`src/sv/jgcl_pkg.sv`:
```
// shared types, constants and helpers of the joystick gesture code lock
// no dependencies; imported by every other file of the block

package jgcl_pkg;

  localparam int SAMPLE_W     = 10;
  localparam int CODE_LEN_DEF = 4;
  localparam int APB_ADDR_W   = 4;
  localparam int APB_DATA_W   = 32;

  localparam logic [SAMPLE_W-1:0] CENTER_RST = SAMPLE_W'(512);
  localparam logic [SAMPLE_W-1:0] LIMIT_RST  = SAMPLE_W'(200);

  typedef logic [SAMPLE_W-1:0] sample_t;

  // instantaneous stick direction
  typedef enum logic [2:0] {
    STICK_CENTER = 3'd0,
    STICK_UP     = 3'd1,
    STICK_DOWN   = 3'd2,
    STICK_LEFT   = 3'd3,
    STICK_RIGHT  = 3'd4
  } dir_t;

  // confirmed gesture code
  typedef enum logic [1:0] {
    GEST_UP    = 2'd0,
    GEST_DOWN  = 2'd1,
    GEST_LEFT  = 2'd2,
    GEST_RIGHT = 2'd3
  } gest_t;

  typedef enum logic [1:0] {
    VERDICT_PENDING = 2'd0,
    VERDICT_OK      = 2'd1,
    VERDICT_REJECT  = 2'd2
  } verdict_t;

  // register index, from paddr[3:2]
  typedef enum logic [1:0] {
    REG_CENTER_X = 2'd0,
    REG_CENTER_Y = 2'd1,
    REG_LIMIT    = 2'd2,
    REG_ENROLL   = 2'd3
  } reg_idx_t;

  // calibration seen by the classifier
  typedef struct packed {
    sample_t center_x;
    sample_t center_y;
    sample_t deflect_limit;
  } front_cfg_t;

  // mode control seen by the sequencer
  typedef struct packed {
    logic enroll_mode;
    logic restart;
  } back_ctl_t;

  // head of the direction queue
  typedef struct packed {
    logic valid;
    dir_t dir;
  } q_head_t;

  function automatic gest_t to_gesture(dir_t d);
    gest_t g;
    case (d)
      STICK_UP:    g = GEST_UP;
      STICK_DOWN:  g = GEST_DOWN;
      STICK_LEFT:  g = GEST_LEFT;
      STICK_RIGHT: g = GEST_RIGHT;
      default:     g = GEST_UP;
    endcase
    return g;
  endfunction

endpackage

```
`src/sv/jgcl_if.sv`:
```
// valid/ready channel interfaces for joystick samples and lock results
// depends on jgcl_pkg

interface jgcl_in_if;
  logic               valid;
  logic               ready;
  jgcl_pkg::sample_t  sample_x;
  jgcl_pkg::sample_t  sample_y;

  modport source (output valid, output sample_x, output sample_y, input ready);
  modport sink   (input valid, input sample_x, input sample_y, output ready);
endinterface

interface jgcl_out_if;
  logic        valid;
  logic        ready;
  logic [2:0]  direction_now;
  logic        gesture_valid;
  logic [1:0]  gesture_dir;
  logic [2:0]  step_reached;
  logic        session_done;
  logic [1:0]  verdict;

  modport source (output valid, output direction_now, output gesture_valid,
                  output gesture_dir, output step_reached, output session_done,
                  output verdict, input ready);
  modport sink   (input valid, input direction_now, input gesture_valid,
                  input gesture_dir, input step_reached, input session_done,
                  input verdict, output ready);
endinterface

```
`src/sv/joystick_gesture_code_lock.sv`:
```
// top level of the joystick gesture code lock: apb registers, front, queue, back
// depends on jgcl_pkg, jgcl_if, jgcl_front, jgcl_fifo, jgcl_back

// Joystick gesture code lock. Each sample word (sample_x, sample_y) gives
// exactly one result word. Throughput is one sample per clock while the result
// side is not stalled: the front end classifies the sample combinationally as
// it is taken into a two-entry queue, and the back end pops one entry per cycle
// into the result register whenever that register is empty or being read.
// A sample passes the queue, then the result register; the queue and the result
// register let the input keep flowing for two more samples while the result
// side is stalled. Registers (APB, byte address 4*index): center_x (0),
// center_y (1), deflect_limit (2), enroll_mode (3); any write to enroll_mode
// restarts the session. Registers should only be written while the block is
// idle. The code store is held in flip-flops and cleared by reset, so no
// initialization sweep is needed after reset.

module joystick_gesture_code_lock #(
  parameter int CODE_LEN = jgcl_pkg::CODE_LEN_DEF
) (
  input  logic                                 clk,
  input  logic                                 rst,
  jgcl_in_if.sink                              smp,
  jgcl_out_if.source                           res,
  input  logic                                 psel,
  input  logic                                 penable,
  input  logic                                 pwrite,
  input  logic [jgcl_pkg::APB_ADDR_W-1:0]      paddr,
  input  logic [jgcl_pkg::APB_DATA_W-1:0]      pwdata,
  output logic [jgcl_pkg::APB_DATA_W-1:0]      prdata,
  output logic                                 pready
);
  import jgcl_pkg::*;

  // configuration registers
  sample_t    center_x;
  sample_t    center_y;
  sample_t    deflect_limit;
  logic       enroll_mode;
  logic       restart;

  logic       wr_en;
  reg_idx_t   wr_idx;

  front_cfg_t fcfg;
  back_ctl_t  bctl;

  // queue hookup
  logic       push;
  dir_t       push_dir;
  logic       pop;
  logic       q_full;
  q_head_t    head;

  assign pready = 1'b1;
  assign wr_en  = psel && penable && pwrite && pready;
  assign wr_idx = reg_idx_t'(paddr[3:2]);

  always_ff @(posedge clk) begin
    if (rst) begin
      center_x      <= CENTER_RST;
      center_y      <= CENTER_RST;
      deflect_limit <= LIMIT_RST;
      enroll_mode   <= 1'b0;
      restart       <= 1'b0;
    end else begin
      // one-cycle pulse after every mode write
      restart <= wr_en && (wr_idx == REG_ENROLL);
      if (wr_en) begin
        case (wr_idx)
          REG_CENTER_X: center_x      <= pwdata[SAMPLE_W-1:0];
          REG_CENTER_Y: center_y      <= pwdata[SAMPLE_W-1:0];
          REG_LIMIT:    deflect_limit <= pwdata[SAMPLE_W-1:0];
          REG_ENROLL:   enroll_mode   <= pwdata[0];
          default: ;
        endcase
      end
    end
  end

  // register read-back
  always_comb begin
    case (wr_idx)
      REG_CENTER_X: prdata = APB_DATA_W'(center_x);
      REG_CENTER_Y: prdata = APB_DATA_W'(center_y);
      REG_LIMIT:    prdata = APB_DATA_W'(deflect_limit);
      REG_ENROLL:   prdata = APB_DATA_W'(enroll_mode);
      default:      prdata = '0;
    endcase
  end

  assign fcfg.center_x      = center_x;
  assign fcfg.center_y      = center_y;
  assign fcfg.deflect_limit = deflect_limit;
  assign bctl.enroll_mode   = enroll_mode;
  assign bctl.restart       = restart;

  // sample classification into the queue
  jgcl_front u_front (
    .smp      (smp),
    .cfg      (fcfg),
    .q_full   (q_full),
    .push     (push),
    .push_dir (push_dir)
  );

  // short direction queue, lets front and back stall independently
  jgcl_fifo u_fifo (
    .clk      (clk),
    .rst      (rst),
    .push     (push),
    .push_dir (push_dir),
    .pop      (pop),
    .full     (q_full),
    .head     (head)
  );

  // gesture sequencing and result register
  jgcl_back #(
    .CODE_LEN (CODE_LEN)
  ) u_back (
    .clk  (clk),
    .rst  (rst),
    .ctl  (bctl),
    .head (head),
    .pop  (pop),
    .res  (res)
  );

  // a verdict is only given when the session ends
  a_verdict_done: assert property (@(posedge clk) disable iff (rst)
    res.valid && !res.session_done |-> res.verdict == VERDICT_PENDING)
    else $error("verdict without session end");

  // a session only ends on a confirmed gesture
  a_done_gesture: assert property (@(posedge clk) disable iff (rst)
    res.valid && res.session_done |-> res.gesture_valid)
    else $error("session end without gesture");

  // gesture code is zero when nothing is confirmed
  a_gdir_zero: assert property (@(posedge clk) disable iff (rst)
    res.valid && !res.gesture_valid |-> res.gesture_dir == GEST_UP)
    else $error("gesture code without gesture");

  // a gesture is confirmed only by a return to center
  a_confirm_center: assert property (@(posedge clk) disable iff (rst)
    res.valid && res.gesture_valid |-> res.direction_now == STICK_CENTER)
    else $error("gesture confirmed off center");

endmodule

```
`src/sv/jgcl_front.sv`:
```
// front end: accepts samples, removes calibration offset, classifies direction
// depends on jgcl_pkg and jgcl_in_if

module jgcl_front (
  jgcl_in_if.sink                 smp,
  input  jgcl_pkg::front_cfg_t    cfg,
  input  logic                    q_full,
  output logic                    push,
  output jgcl_pkg::dir_t          push_dir
);
  import jgcl_pkg::*;

  logic [SAMPLE_W:0] sx, sy, cx, cy, lim;
  logic left, right, down, up;

  assign sx  = {1'b0, smp.sample_x};
  assign sy  = {1'b0, smp.sample_y};
  assign cx  = {1'b0, cfg.center_x};
  assign cy  = {1'b0, cfg.center_y};
  assign lim = {1'b0, cfg.deflect_limit};

  // x - cx < -lim  <=>  x + lim < cx, all unsigned
  assign left  = (sx + lim) < cx;
  assign right = sx > (cx + lim);
  assign down  = (sy + lim) < cy;
  assign up    = sy > (cy + lim);

  always_comb begin
    if (left) begin
      push_dir = STICK_LEFT;
    end else if (right) begin
      push_dir = STICK_RIGHT;
    end else if (down) begin
      push_dir = STICK_DOWN;
    end else if (up) begin
      push_dir = STICK_UP;
    end else begin
      push_dir = STICK_CENTER;
    end
  end

  assign smp.ready = !q_full;
  assign push      = smp.valid && !q_full;

endmodule

```
`src/sv/jgcl_fifo.sv`:
```
// two-entry queue of classified directions between front and back
// depends on jgcl_pkg

module jgcl_fifo (
  input  logic                 clk,
  input  logic                 rst,
  input  logic                 push,
  input  jgcl_pkg::dir_t       push_dir,
  input  logic                 pop,
  output logic                 full,
  output jgcl_pkg::q_head_t    head
);
  import jgcl_pkg::*;

  dir_t       entries [2];
  logic       wr_ptr;
  logic       rd_ptr;
  logic [1:0] count;

  assign full       = count == 2'd2;
  assign head.valid = count != 2'd0;
  assign head.dir   = entries[rd_ptr];

  always_ff @(posedge clk) begin
    if (push) begin
      entries[wr_ptr] <= push_dir;
    end
  end

  always_ff @(posedge clk) begin
    if (rst) begin
      wr_ptr <= 1'b0;
      rd_ptr <= 1'b0;
      count  <= 2'd0;
    end else begin
      if (push) begin
        wr_ptr <= !wr_ptr;
      end
      if (pop) begin
        rd_ptr <= !rd_ptr;
      end
      case ({push, pop})
        2'b10:   count <= count + 2'd1;
        2'b01:   count <= count - 2'd1;
        default: count <= count;
      endcase
    end
  end

endmodule

```
`src/sv/jgcl_back.sv`:
```
// back end: gesture tracking, code store, enroll/verify sequencing, result register
// depends on jgcl_pkg and jgcl_out_if

module jgcl_back #(
  parameter int CODE_LEN = jgcl_pkg::CODE_LEN_DEF
) (
  input  logic                 clk,
  input  logic                 rst,
  input  jgcl_pkg::back_ctl_t  ctl,
  input  jgcl_pkg::q_head_t    head,
  output logic                 pop,
  jgcl_out_if.source           res
);
  import jgcl_pkg::*;

  localparam int IDX_W = (CODE_LEN > 1) ? $clog2(CODE_LEN) : 1;
  localparam int CNT_W = $clog2(CODE_LEN + 1);
  localparam int RX_W  = (CNT_W > 3) ? CNT_W : 3;

  gest_t            code_store [CODE_LEN];
  logic [IDX_W-1:0] step_count, step_next;
  dir_t             pending, pending_next;

  logic             res_valid;
  dir_t             res_dir;
  logic             res_gvalid;
  gest_t            res_gdir;
  logic [2:0]       res_step;
  logic             res_done;
  verdict_t         res_verdict;

  logic             gv_next;
  gest_t            gd_next;
  logic [RX_W-1:0]  reached_next;
  logic             done_next;
  verdict_t         verdict_next;
  logic             store_we;
  gest_t            gcur;
  logic             last;
  logic [CNT_W-1:0] step_inc;

  assign pop = head.valid && (!res_valid || res.ready);

  always_comb begin
    gcur         = to_gesture(pending);
    last         = step_count == IDX_W'(CODE_LEN - 1);
    step_inc     = CNT_W'(step_count) + CNT_W'(1);
    pending_next = pending;
    step_next    = step_count;
    store_we     = 1'b0;
    gv_next      = 1'b0;
    gd_next      = GEST_UP;
    done_next    = 1'b0;
    verdict_next = VERDICT_PENDING;
    reached_next = RX_W'(step_count);
    if (pending == STICK_CENTER) begin
      if (head.dir != STICK_CENTER) begin
        pending_next = head.dir;
      end
    end else if (head.dir == STICK_CENTER) begin
      gv_next      = 1'b1;
      gd_next      = gcur;
      pending_next = STICK_CENTER;
      if (ctl.enroll_mode || code_store[step_count] == gcur) begin
        store_we     = ctl.enroll_mode;
        reached_next = RX_W'(step_inc);
        if (last) begin
          done_next    = 1'b1;
          verdict_next = VERDICT_OK;
          step_next    = '0;
        end else begin
          step_next    = step_count + IDX_W'(1);
        end
      end else begin
        done_next    = 1'b1;
        verdict_next = VERDICT_REJECT;
        step_next    = '0;
      end
    end
  end

  always_ff @(posedge clk) begin
    if (rst) begin
      for (int i = 0; i < CODE_LEN; i++) begin
        code_store[i] <= GEST_UP;
      end
    end else if (pop && store_we) begin
      code_store[step_count] <= gd_next;
    end
  end

  always_ff @(posedge clk) begin
    if (pop) begin
      res_dir     <= head.dir;
      res_gvalid  <= gv_next;
      res_gdir    <= gd_next;
      res_step    <= reached_next[2:0];
      res_done    <= done_next;
      res_verdict <= verdict_next;
    end
  end

  always_ff @(posedge clk) begin
    if (rst) begin
      res_valid  <= 1'b0;
      step_count <= '0;
      pending    <= STICK_CENTER;
    end else begin
      if (pop) begin
        res_valid  <= 1'b1;
      end else if (res.ready) begin
        res_valid  <= 1'b0;
      end
      // mode change restarts the session
      if (ctl.restart) begin
        step_count <= '0;
        pending    <= STICK_CENTER;
      end else if (pop) begin
        step_count <= step_next;
        pending    <= pending_next;
      end
    end
  end

  assign res.valid         = res_valid;
  assign res.direction_now = res_dir;
  assign res.gesture_valid = res_gvalid;
  assign res.gesture_dir   = res_gdir;
  assign res.step_reached  = res_step;
  assign res.session_done  = res_done;
  assign res.verdict       = res_verdict;

endmodule
```
`src/flat_wrapper.sv`:
```
// flat-port wrapper written by rule: the top's interface ports become plain ports
module joystick_gesture_code_lock_flat import jgcl_pkg::*;
#(
  parameter int CODE_LEN = jgcl_pkg::CODE_LEN_DEF
)
  (clk, rst, psel, penable, pwrite, paddr, pwdata, prdata, pready, smp_valid, smp_sample_x, smp_sample_y, smp_ready, res_valid, res_direction_now, res_gesture_valid, res_gesture_dir, res_step_reached, res_session_done, res_verdict, res_ready);
  jgcl_in_if smp_i ();
  jgcl_out_if res_i ();
  input  logic clk;
  input  logic rst;
  input  logic psel;
  input  logic penable;
  input  logic pwrite;
  input  logic [jgcl_pkg::APB_ADDR_W-1:0] paddr;
  input  logic [jgcl_pkg::APB_DATA_W-1:0] pwdata;
  output logic [jgcl_pkg::APB_DATA_W-1:0] prdata;
  output logic pready;
  input wire logic [$bits(smp_i.valid)-1:0] smp_valid;
  input wire logic [$bits(smp_i.sample_x)-1:0] smp_sample_x;
  input wire logic [$bits(smp_i.sample_y)-1:0] smp_sample_y;
  output wire logic [$bits(smp_i.ready)-1:0] smp_ready;
  output wire logic [$bits(res_i.valid)-1:0] res_valid;
  output wire logic [$bits(res_i.direction_now)-1:0] res_direction_now;
  output wire logic [$bits(res_i.gesture_valid)-1:0] res_gesture_valid;
  output wire logic [$bits(res_i.gesture_dir)-1:0] res_gesture_dir;
  output wire logic [$bits(res_i.step_reached)-1:0] res_step_reached;
  output wire logic [$bits(res_i.session_done)-1:0] res_session_done;
  output wire logic [$bits(res_i.verdict)-1:0] res_verdict;
  input wire logic [$bits(res_i.ready)-1:0] res_ready;
  assign smp_i.valid = smp_valid;
  assign smp_i.sample_x = smp_sample_x;
  assign smp_i.sample_y = smp_sample_y;
  assign smp_ready = smp_i.ready;
  assign res_valid = res_i.valid;
  assign res_direction_now = res_i.direction_now;
  assign res_gesture_valid = res_i.gesture_valid;
  assign res_gesture_dir = res_i.gesture_dir;
  assign res_step_reached = res_i.step_reached;
  assign res_session_done = res_i.session_done;
  assign res_verdict = res_i.verdict;
  assign res_i.ready = res_ready;
  joystick_gesture_code_lock #(.CODE_LEN(CODE_LEN)) u_core (.clk(clk), .rst(rst), .smp(smp_i), .res(res_i), .psel(psel), .penable(penable), .pwrite(pwrite), .paddr(paddr), .pwdata(pwdata), .prdata(prdata), .pready(pready));
endmodule
```
`config.mk`:
```
export PLATFORM = sky130hd
export DESIGN_NAME = joystick_gesture_code_lock_flat
export DESIGN_NICKNAME = d
export VERILOG_FILES = /design/src/sv/jgcl_pkg.sv /design/src/sv/jgcl_if.sv /design/src/sv/joystick_gesture_code_lock.sv /design/src/sv/jgcl_front.sv /design/src/sv/jgcl_fifo.sv /design/src/sv/jgcl_back.sv /design/src/flat_wrapper.sv
export SDC_FILE = /design/constraint.sdc
export NUM_CORES = 1
export LEC_CHECK = 0
export ABC_CLOCK_PERIOD_IN_PS = 3000
export BUFFER_PORTS_ARGS = -buffer_cell sky130_fd_sc_hd__buf_4
export CORE_MARGIN = 5
export CORE_UTILIZATION = 51
export CTS_BUF_LIST = sky130_fd_sc_hd__clkbuf_4 sky130_fd_sc_hd__clkbuf_8 sky130_fd_sc_hd__clkbuf_16
export DETAILED_ROUTE_END_ITERATION = 16
export PLACE_DENSITY = 0.79
export REMOVE_ABC_BUFFERS = 1
export SLEW_MARGIN = 5
export SYNTH_ARGS = -nofsm -noshare
export SYNTH_HDL_FRONTEND = slang
export SYNTH_SLANG_ARGS = --single-unit
```
`constraint.sdc`:
```
create_clock -name clk -period 3 [get_ports clk]
set_input_delay 0.3 -clock clk [delete_from_list [all_inputs] [get_ports clk]]
set_output_delay 0.3 -clock clk [all_outputs]
set_load 0.05 [all_outputs]
```
==> results of run 1 <==
## metrics by stage
| stage | util [%] | hold WS, ns | setup TNS [ns] | instance area (sq um) |
|---|---|---|---|---|
| 6_report | 64.5 | 0.186 | -1.29 | 6960 |
| 5_1_grt | 64.5 | 0.201 | -2.17 | 6960 |
| 4_1_cts | 63.1 | 0.174 | -0.879 | 6810 |
| 3_5_place_dp | 59.6 | 0.419 | -2.52 | 6430 |
| 3_3_place_gp | 59.6 | 0.407 | -1.67 | 6430 |
| 2_1_floorplan | - | 0.369 | -0.756 | 5450 |
## registers in the layout, indices dropped and copies added (netlist names), named ones only
| signal | flops |
|---|---|
| u_core.u_back.res.session_done | 1 |
| u_core.u_fifo.entries | 6 |
| u_core.center_y | 10 |
| u_core.u_back.step_count | 2 |
| u_core.u_back.code_store | 8 |
| u_core.deflect_limit | 10 |
| u_core.restart | 1 |
| u_core.enroll_mode | 1 |
| u_core.u_back.res.gesture_dir | 2 |
| u_core.u_back.res.direction_now | 3 |
| u_core.u_back.res.valid | 1 |
| u_core.u_back.res.verdict | 1 |
| u_core.center_x | 10 |
| u_core.u_fifo.rd_ptr | 1 |
| u_core.u_fifo.count | 2 |
| u_core.u_fifo.wr_ptr | 1 |
| u_core.u_back.res.gesture_valid | 1 |
| u_core.u_back.res.step_reached | 3 |
| u_core.u_back.pending | 3 |
## kinds of logic after synthesis
kind of cell               share of synthesized area [%]
DFF                                                 29.5
xor gates and xnor gates                            5.31
other                                              0.134
AOI/OAI and AO/OA                                   15.7
adders and majority gates                           19.5
buffers and inverters                               6.83
muxes                                               6.51
and+or+nand+nor                                     16.6
## power by group through the flow
| stage | combinational, W | sequential [W] | clock, W |
|---|---|---|---|
| 3_5_place_dp | 0.00133 | 0.00126 | 0 |
| 4_1_cts | 0.00136 | 0.00124 | 0.000785 |
| 5_1_grt | 0.00151 | 0.00125 | 0.000820 |
| 2_1_floorplan | 0.000715 | 0.00148 | 0 |
| 6_report | 0.00140 | 0.00124 | 0.000776 |
| 3_3_place_gp | 0.00128 | 0.00125 | 0 |
## final cells by class
cell class / instances / area (sq um)
Tap cell: 140 / 175
Sequential cell: 70 / 1660
Clock inverter: 6 / 71.3
Multi-Input combinational cell: 519 / 3900
Clock buffer: 10 / 131
Inverter: 40 / 150
Timing Repair Buffer: 116 / 875
Fill cell: 864 / 3830
## timing repair
item	4_1_cts	5_1_grt
hold buffers	0	0
setup buffers	3	7
endpoints found under the hold margin	0	0
pin swaps	20	26
endpoints found under the setup margin	6	6
gates resized for setup	40	21
## layout by cell type, fill, tap and decap left out, types with 6 or more instances in the layout
| cell type | n |
|---|---|
| sky130_fd_sc_hd__o21ai_0 | 10 |
| sky130_fd_sc_hd__nand2b_1 | 11 |
| sky130_fd_sc_hd__dfxtp_1 | 42 |
| sky130_fd_sc_hd__o21a_1 | 10 |
| sky130_fd_sc_hd__o211ai_1 | 8 |
| sky130_fd_sc_hd__nor2_1 | 50 |
| sky130_fd_sc_hd__a21oi_1 | 37 |
| sky130_fd_sc_hd__mux2i_1 | 23 |
| sky130_fd_sc_hd__xnor2_1 | 17 |
| sky130_fd_sc_hd__and2_1 | 6 |
| sky130_fd_sc_hd__inv_1 | 37 |
| sky130_fd_sc_hd__edfxtp_1 | 25 |
| sky130_fd_sc_hd__o21ai_1 | 18 |
| sky130_fd_sc_hd__a21oi_2 | 12 |
| sky130_fd_sc_hd__nand3_1 | 14 |
| sky130_fd_sc_hd__ha_1 | 76 |
| sky130_fd_sc_hd__a21o_1 | 15 |
| sky130_fd_sc_hd__xor2_1 | 17 |
| sky130_fd_sc_hd__conb_1 | 23 |
| sky130_fd_sc_hd__buf_4 | 115 |
| sky130_fd_sc_hd__nor3_1 | 13 |
| sky130_fd_sc_hd__clkbuf_8 | 9 |
| sky130_fd_sc_hd__nand2_1 | 78 |
## path summary, 6_finish.rpt
check                           from                          end  slack, ns  cells after the start
max          u_core.deflect_limit[0]  u_core.u_fifo.entries[1][1]      -0.22                     15
min                        pwdata[6]      u_core.deflect_limit[6]       0.19                      3
max reg2reg  u_core.deflect_limit[0]  u_core.u_fifo.entries[1][1]      -0.22                     15
min reg2reg           u_core.restart     u_core.u_back.pending[1]       0.42                      1
## worst min-delay path: stages
cell and delay (ns):
sky130_fd_sc_hd__buf_4 0.10, sky130_fd_sc_hd__nand2_1 0.05, sky130_fd_sc_hd__nand3_1 0.07
## layer usage
metal  up-vias  global-route usage (%)  share of wire, %
li1       2478                       -                 -
met1      2355                    24.8                39
met2       151                    40.2                52
met3        29                    3.84               6.5
met4         0                    7.36               1.8
met5         -                       0                 0
==> impl_results.md, run 1 <==
- CTS tree: yes
- Post-synthesis async set-or-reset flop share: 0%
- Fraction of post-synthesis cell area in the top cell type by area: 18.1%
- Number of antenna violations at the first check in global routing: 0
- Fin crit period: 3.22 ns
- Sort of element at the end of the critical path: register
- Path type of the worst setup path: reg -> reg
- Sw Ratio: 39.3%
- Gr ovfl total: 0
- Max Clock Skew: 0.00998 ns
- Die Footprint: 13200 sq um
- Cell Pwr Density: 491 nW/um^2
- Detailed-route wire length per cell: 16.0 microns
- Leakage: 3.07 nW
- Global routing usage summed across all routing layers: 21.6%
- Chip Height: 115 microns
- Router iterations before antenna repair: 5
- Clock input transition at the sequential cells of the worst setup and hold paths: 0.08 ns
- Worst slack, placed: -0.461 ns
- Yosys warning count: 0
- Most common cell in the netlist: sky130_fd_sc_hd__ha_1
- Post-synthesis average cell area: 8.68 sq um
- Io pins: 110
- Most used cell along the critical path: sky130_fd_sc_hd__o21a_1
- Cell internal pwr: 0.00207 W
- Sequential share of the synthesized area: 29.5%
- Fmax: 310 MHz
- Critical path data required time: 3.18 ns
- Antenna cell count: 0
- Relative slew slack: 51.2%
- Number of buffers created by CTS: 9
- Final slew viol count: 0
- Cell area after synthesis: 5610 sq um
- Unrepaired setup endpoints after global routing: yes
- Final cell count without fillers: 901
- Final wirelength: 14400 microns
- Failing checks: negative setup slack
- Run status: finished, violations left
- Routed via count divided by cell count: 5.56
- Drc violations: 0
- Synth cell count leaders: 81 x sky130_fd_sc_hd__ha_1, 78 x sky130_fd_sc_hd__nand2_1, 53 x sky130_fd_sc_hd__nor2_1
- Switching component of the power: 0.00134 W
- Post-route setup slack: -0.221 ns
- Most common flop cell mapped by yosys: sky130_fd_sc_hd__dfxtp_1
- Buffer depth of the longest clock path: 2
- CP Data Arrival Time: 3.40 ns
- Leading area contributor after synthesis: sky130_fd_sc_hd__ha_1
- Pin count of the biggest net entering global routing: 39
- Via count of the routed design: 5013
- Global-route wire length before repair: 22800 microns
- Port buffer count: 62
- Setup violation total in the final timing report: 6
- DRT antenna net count: 0
- Sum of internal, switching and leakage power: 0.00342 W
- VDD IR max: 0.568 mV
- Relative contribution of the clock network to total power: 22.7%
- WP buf/inv: 2
- Relative contribution of sequential cells to total power: 36.3%
- Count of cell types in the netlist: 56
- Number of global-route vias before repair: 5098
- Cell breakdown of the critical path: buf_6 > ha_4 > fa_2 > a21oi_2 > o21ai_2 > o21a_1 > nor2_2 > xnor2_1 > ha_1 > nor2b_4 > a2111oi_4 > o21a_1 > buf_4 > o221ai_2 > o22ai_2
- CP max-delay cell: sky130_fd_sc_hd__fa_2
- Initial cell density of the core: 52.0%
- Iteration-0 DRC Markers: 279
- Max incr delay on CP: 0.40 ns
- Max cap viols: 0
- Kind of cell adding the most delay to the critical path: compound AO/OA/AOI/OAI gates
- Routability congestion estimate: 0.921
- Area of the placeable core: 10800 sq um
- Final HPWL from detailed placement: 11400 microns
- Final-stage net count: 904
- Startpoint class of the critical path: register
- Worst-path maximum fanout: 3
- Worst-margin pin slew: 0.730 ns
- Floorplan row count: 38
- Inst Count DP: 875
- Post-route fraction of the period consumed by the critical path: 107%
- #FFs+latches synth: 70
- Class of the most critical hold timing path: in -> reg
- EDFF count, synth: 25
- Layout area overhead: 24.1%
- Horiz. Die Dim: 115 microns
- Clk_lat worst skew: 0.36 ns
- Cell types with the largest area share after synthesis: sky130_fd_sc_hd__ha_1 18%, sky130_fd_sc_hd__dfxtp_1 16%, sky130_fd_sc_hd__edfxtp_1 13%
- Fraction of layout instances using a drive strength above 1: 25.8%
- Sinks on Clock Net: 70
- CTS root buffer: sky130_fd_sc_hd__clkbuf_8
- Depth of the CTS H-tree: 3
- Comb pwr share: 41.0%
- Fin. Hold Viols: 0
- Cell count after synthesis: 646
Note: power is estimated with default switching activity, not from simulation.
==> inputs of run 2 (changes only) <==
--- a/config.mk
+++ b/config.mk
@@ -7,11 +7,11 @@
 export LEC_CHECK = 0
 export ABC_CLOCK_PERIOD_IN_PS = 3000
 export BUFFER_PORTS_ARGS = -buffer_cell sky130_fd_sc_hd__buf_4
-export CORE_MARGIN = 5
 export CORE_UTILIZATION = 51
 export CTS_BUF_LIST = sky130_fd_sc_hd__clkbuf_4 sky130_fd_sc_hd__clkbuf_8 sky130_fd_sc_hd__clkbuf_16
 export DETAILED_ROUTE_END_ITERATION = 16
 export PLACE_DENSITY = 0.79
+export RECOVER_POWER = 25
 export REMOVE_ABC_BUFFERS = 1
 export SLEW_MARGIN = 5
 export SYNTH_ARGS = -nofsm -noshare
==> impl_results.md, run 2 (synthesized netlist as in run 1, its figures left out) <==
- CTS root buffer: sky130_fd_sc_hd__clkbuf_8
- Relative slew slack: -13.5%
- Number of global-route vias before repair: 5008
- Cell internal pwr: 0.00208 W
- Cell Pwr Density: 489 nW/um^2
- Post-route fraction of the period consumed by the critical path: 112%
- Max cap viols: 1
- CTS tree: yes
- VDD IR max: 0.494 mV
- Router iterations before antenna repair: 6
- Number of antenna violations at the first check in global routing: 0
- Commonest non-fill, non-tap cells in the layout: 123 x sky130_fd_sc_hd__buf_4, 77 x sky130_fd_sc_hd__nand2_1, 76 x sky130_fd_sc_hd__ha_1, 52 x sky130_fd_sc_hd__nor2_1, 42 x sky130_fd_sc_hd__dfxtp_1
- Pin count of the biggest net entering global routing: 39
- Fraction of layout instances using a drive strength above 1: 24.9%
- Die Footprint: 11400 sq um
- Number of buffers created by CTS: 9
- Clk_lat worst skew: 0.35 ns
- Worst slack, placed: -0.561 ns
- Antenna cell count: 0
- Fin. Hold Viols: 0
- Failing checks: max-capacitance violations, max-slew violations, negative setup slack
- Routability congestion estimate: 0.993
- Largest registers: u_core.center_x (10), u_core.center_y (10), u_core.deflect_limit (10)
- Drc violations: 0
- Floorplan row count: 37
- Horiz. Die Dim: 107 microns
- Final HPWL from detailed placement: 11000 microns
- CP Data Arrival Time: 3.50 ns
- Relative contribution of the clock network to total power: 23.4%
- Area of the placeable core: 10500 sq um
- Fin crit period: 3.36 ns
- Port buffer count: 62
- Buffer depth of the longest clock path: 2
- Fmax: 298 MHz
- Max Clock Skew: 0.0150 ns
- Sort of element at the end of the critical path: register
- Post-route core utilization: 66.4%
- Setup violation total in the final timing report: 6
- Global routing usage summed across all routing layers: 25.6%
- Depth of the CTS H-tree: 3
- Quantity of hold-fixing buffers added after cts: 0
- Instance area at placement: 6540 sq um
- DRT antenna net count: 0
- Worst hold slack across all endpoints: 0.209 ns
- Final wirelength: 14000 microns
- Post-route setup slack: -0.359 ns
- Path type of the worst setup path: reg -> reg
- Class of the most critical hold timing path: in -> reg
- Io pins: 110
- Relative contribution of sequential cells to total power: 36.2%
- Leakage: 3.11 nW
- Sum of internal, switching and leakage power: 0.00341 W
- Unrepaired setup endpoints after global routing: yes
- Global-route wire length before repair: 23000 microns
- Routed via count divided by cell count: 5.69
- Sw Ratio: 38.9%
- Final slew viol count: 39
- Switching component of the power: 0.00133 W
- Clock input transition at the sequential cells of the worst setup and hold paths: 0.09 ns
- Via count of the routed design: 5168
- Sinks on Clock Net: 70
- Startpoint class of the critical path: register
- Worst-path maximum fanout: 2
- Initial cell density of the core: 53.4%
- Run status: finished, violations left
- Detailed-route wire length per cell: 15.4 microns
- Critical path data required time: 3.14 ns
- Layout area overhead: 24.5%
- Chip Height: 107 microns
- Final-stage net count: 915
- Design Area, Final: 6980 sq um
- Commonest non-fill, non-tap cell in the layout: sky130_fd_sc_hd__buf_4
- Comb pwr share: 40.4%
- Iteration-0 DRC Markers: 254
- Worst-margin pin slew: 1.70 ns
- Gr ovfl total: 0
-- run 2: changes by cell type in the layout (fill, tap and decap cells not counted), sizes merged --
| cell | change |
|---|---|
| buf | +9 |
| clkbuf | +2 |
| clkinvlp | -1 |
| inv | +1 |
-- run 2: area by class of cell --
type | count | area, sq um
Clock inverter | 6 | 68.8
Inverter | 40 | 150
Timing Repair Buffer | 127 | 957
Fill cell | 834 | 3530
Clock buffer | 10 | 138
Multi-Input combinational cell | 519 | 3840
Tap cell | 136 | 170
Sequential cell | 70 | 1660
-- run 2: worst max-delay path: stages, from the launching register on --
cell and delay (ns):
sky130_fd_sc_hd__dfxtp_4 0.36, sky130_fd_sc_hd__ha_4 0.16, sky130_fd_sc_hd__fa_2 0.38, sky130_fd_sc_hd__a211oi_2 0.25
sky130_fd_sc_hd__nor2_2 0.08, sky130_fd_sc_hd__o31ai_2 0.24, sky130_fd_sc_hd__nand2b_1 0.11, sky130_fd_sc_hd__a21oi_2 0.15
sky130_fd_sc_hd__xor2_1 0.18, sky130_fd_sc_hd__ha_1 0.28, sky130_fd_sc_hd__a21o_1 0.19, sky130_fd_sc_hd__a21oi_1 0.13
sky130_fd_sc_hd__o21ai_1 0.09, sky130_fd_sc_hd__o311a_1 0.19, sky130_fd_sc_hd__o32ai_2 0.38
-- run 2: power groups by stage --
stage	combinational, W	sequential (W)	clock, W
after floorplan	0.000715	0.00148	0
after global placement	0.00129	0.00125	0
after detailed placement	0.00133	0.00126	0
after CTS	0.00137	0.00124	0.000802
after global routing	0.00149	0.00125	0.000840
final	0.00138	0.00124	0.000797
-- run 2: repair_timing --
| action | in CTS | in global routing |
|---|---|---|
| resized for setup | 38 | 9 |
| setup endpoints to repair | 6 | 6 |
| cloned | 0 | 0 |
| setup buffers | 6 | 1 |
| pin swaps | 19 | 13 |
-- run 2: per-stage QoR --
step                setup TNS (ns)  cells
floorplan                   -0.756    629
detailed placement           -2.59    886
global route                 -2.88    908
finish                       -2.04    908
global placement             -2.46    886
CTS                          -1.68    908
-- run 2: worst paths after layout --
path / end / slack (ns) / cells past startpoint / startpoint
worst max-delay path: u_core.u_fifo.entries[1][0] / -0.36 / 14 / u_core.deflect_limit[0]
worst min-delay path: u_core.center_y[1] / 0.21 / 3 / pwdata[1]
worst max register to register: u_core.u_fifo.entries[1][0] / -0.36 / 14 / u_core.deflect_limit[0]
worst min register to register: u_core.u_back.pending[1] / 0.44 / 1 / u_core.restart
-- run 2: per-layer routing --
metal | GRT usage, % | up-vias | routed length (microns)
li1 | - | 2496 | -
met1 | 31.1 | 2429 | 5890
met2 | 45.8 | 211 | 7020
met3 | 3.53 | 32 | 782
met4 | 9.30 | 0 | 330
met5 | 0 | - | 0
==> inputs of run 3 (changes only) <==
--- a/config.mk
+++ b/config.mk
@@ -5,12 +5,12 @@
 export SDC_FILE = /design/constraint.sdc
 export NUM_CORES = 1
 export LEC_CHECK = 0
-export ABC_CLOCK_PERIOD_IN_PS = 3000
+export ABC_CLOCK_PERIOD_IN_PS = 3600
 export BUFFER_PORTS_ARGS = -buffer_cell sky130_fd_sc_hd__buf_4
-export CORE_UTILIZATION = 51
+export CORE_UTILIZATION = 55
 export CTS_BUF_LIST = sky130_fd_sc_hd__clkbuf_4 sky130_fd_sc_hd__clkbuf_8 sky130_fd_sc_hd__clkbuf_16
 export DETAILED_ROUTE_END_ITERATION = 16
-export PLACE_DENSITY = 0.79
+export PLACE_DENSITY = 0.81
 export RECOVER_POWER = 25
 export REMOVE_ABC_BUFFERS = 1
 export SLEW_MARGIN = 5
==> constraint.sdc (replaced) <==
create_clock -name clk -period 3.6 [get_ports clk]
set_input_delay 0.36 -clock clk [delete_from_list [all_inputs] [get_ports clk]]
set_output_delay 0.36 -clock clk [all_outputs]
set_load 0.05 [all_outputs]
==> impl_results.md, run 3 (synthesized netlist as in run 1, its figures left out) <==
- CTS root buffer: sky130_fd_sc_hd__clkbuf_8
- Max Clock Skew: 0.0121 ns
- Worst-margin pin slew: 1.06 ns
- Comb pwr share: 39.2%
- Relative contribution of the clock network to total power: 23.4%
- Worst hold path endpoint: u_core.deflect_limit[6]
- Area of the placeable core: 9820 sq um
- GR peak layer: met2
- Iteration-0 DRC Markers: 227
- Sort of element at the end of the critical path: register
- Leakage: 2.81 nW
- Final HPWL from detailed placement: 10200 microns
- Initial cell density of the core: 57.1%
- Critical path data required time: 3.71 ns
- Max cap viols: 0
- Gr ovfl total: 0
- Worst flop-to-flop path endpoint: u_core.u_fifo.entries[0][0]
- Clock input transition at the sequential cells of the worst setup and hold paths: 0.08 ns
- Fin. Hold Viols: 0
- Path type of the worst setup path: reg -> reg
- Cell internal pwr: 0.00167 W
- Final wirelength: 12800 microns
- CTS tree: yes
- Number of antenna violations at the first check in global routing: 0
- Routed via count divided by cell count: 5.67
- Floorplan row count: 36
- Post-route core utilization: 65.5%
- CP max-delay cell: sky130_fd_sc_hd__fa_1
- WP buf/inv: 2
- Die Footprint: 10600 sq um
- Number of cells on the worst hold path: 3
- Cell breakdown of the critical path: buf_4 > ha_1 > fa_1 > a21oi_1 > o21ai_1 > o21a_1 > xor2_1 > ha_1 > a2111oi_0 > o21a_1 > o221a_2 > o32ai_4 > buf_4
- Relative slew slack: 28.9%
- Via count of the routed design: 4810
- Layout area overhead: 14.7%
- Met3 Track Usage GR: 4.07%
- R2R Path Start: u_core.deflect_limit[0]
- Chip Height: 103 microns
- Final-stage net count: 859
- Max incr delay on CP: 0.40 ns
- Sw Ratio: 39.4%
- Fraction of met2 tracks used by global routing: 45.4%
- FF-to-FF path depth: 13
- Switching component of the power: 0.00109 W
- Clk_lat worst skew: 0.35 ns
- Kind of cell adding the most delay to the critical path: compound AO/OA/AOI/OAI gates
- Global Route met1 Usage: 29.6%
- Worst Hold Launch: pwdata[6]
- Class of the most critical hold timing path: in -> reg
- Minimum setup slack among reg-to-reg paths: 0.13 ns
- Sum of internal, switching and leakage power: 0.00276 W
- Unrepaired setup endpoints after global routing: no
- Pin count of the biggest net entering global routing: 39
- Final slew viol count: 0
- Fmax: 289 MHz
- Setup violation total in the final timing report: 0
- Io pins: 110
- Buffer depth of the longest clock path: 2
- Worst-path maximum fanout: 5
- Largest registers: u_core.center_x (10), u_core.center_y (10), u_core.deflect_limit (10)
- Startpoint class of the critical path: register
- Cell Pwr Density: 429 nW/um^2
- Horiz. Die Dim: 103 microns
- Router iterations before antenna repair: 5
- Commonest non-fill, non-tap cell in the layout: sky130_fd_sc_hd__ha_1
- Number of buffers created by CTS: 9
- DRT antenna net count: 0
- CP Data Arrival Time: 3.57 ns
- Run status: completed
- Sinks on Clock Net: 70
- Antenna cell count: 0
- Relative contribution of sequential cells to total power: 37.4%
- Commonest non-fill, non-tap cells in the layout: 80 x sky130_fd_sc_hd__ha_1, 78 x sky130_fd_sc_hd__nand2_1, 63 x sky130_fd_sc_hd__buf_4, 52 x sky130_fd_sc_hd__nor2_1
- Worst slack, placed: -0.0538 ns
- Global-route wire length before repair: 20600 microns
- Fraction of layout instances using a drive strength above 1: 16.1%
- Port buffer count: 62
- VDD IR max: 0.392 mV
- Detailed-route wire length per cell: 15.0 microns
- Global routing usage summed across all routing layers: 25.0%
- Drc violations: 0
- Depth of the CTS H-tree: 3
- Routability congestion estimate: 0.909
- Fin crit period: 3.47 ns
- Post-route setup slack: 0.134 ns
- Post-route fraction of the period consumed by the critical path: 96.3%
- Number of global-route vias before repair: 4594
- Quantity of hold-fixing buffers added after cts: 0
-- run 3: timing repair --
| action | CTS | global route |
|---|---|---|
| hold endpoints to repair | 0 | 0 |
| endpoints found under the setup margin | 2 | 6 |
| resized for setup | 2 | 21 |
| pin swaps | 0 | 7 |
| buffers inserted | 0 | 0 |
-- run 3: metal layers --
metal | routed length [microns] | share of wire [%]
met2 | 6510 | 51
met3 | 627 | 4.9
met4 | 354 | 2.8
met1 | 5280 | 41
met5 | 0 | 0
-- run 3: worst min-delay path, cell delays in order --
cell and delay, ns:
sky130_fd_sc_hd__buf_4 0.10, sky130_fd_sc_hd__nand2_1 0.05, sky130_fd_sc_hd__nand3_1 0.07
-- run 3: metrics by stage --
| stage | instance area (sq um) | cells | hold WS [ns] | setup TNS [ns] |
|---|---|---|---|---|
| floorplan | 5450 | 629 | 0.399 | 0 |
| global placement | 6160 | 833 | 0.403 | -0.0452 |
| detailed placement | 6160 | 833 | 0.428 | -0.108 |
| CTS | 6370 | 849 | 0.247 | 0 |
| global route | 6430 | 849 | 0.244 | 0 |
| finish | 6430 | 849 | 0.259 | 0 |
-- run 3: power by group through the flow --
stage / clock [W] / combinational, W / sequential [W]
global placement: 0 / 0.00105 / 0.00104
CTS: 0.000651 / 0.00109 / 0.00103
finish: 0.000646 / 0.00108 / 0.00103
floorplan: 0 / 0.000596 / 0.00124
global route: 0.000698 / 0.00119 / 0.00105
detailed placement: 0 / 0.00108 / 0.00105
-- run 3: how the worst max path moves through the flow --
stage / startpoint / end / cells after the start / slack [ns]
2_1_floorplan: u_core.deflect_limit[0] / u_core.u_fifo.entries[0][0] / 14 / 0.42
3_3_place_gp: u_core.center_x[0] / u_core.u_fifo.entries[0][0] / 15 / -0.02
3_5_place_dp: u_core.center_x[0] / u_core.u_fifo.entries[1][0] / 15 / -0.05
4_1_cts: u_core.deflect_limit[1] / u_core.u_fifo.entries[0][0] / 14 / 0.04
5_1_grt: u_core.deflect_limit[0] / u_core.u_fifo.entries[1][0] / 16 / 0.001
6_report: u_core.deflect_limit[0] / u_core.u_fifo.entries[0][0] / 13 / 0.13
-- run 3: final cells by class --
cell class	count	area [sq um]
Clock buffer	9	124
Clock inverter	7	78.8
Fill cell	821	3390
Inverter	40	150
Multi-Input combinational cell	519	3750
Sequential cell	70	1650
Tap cell	133	166
Timing Repair Buffer	71	507
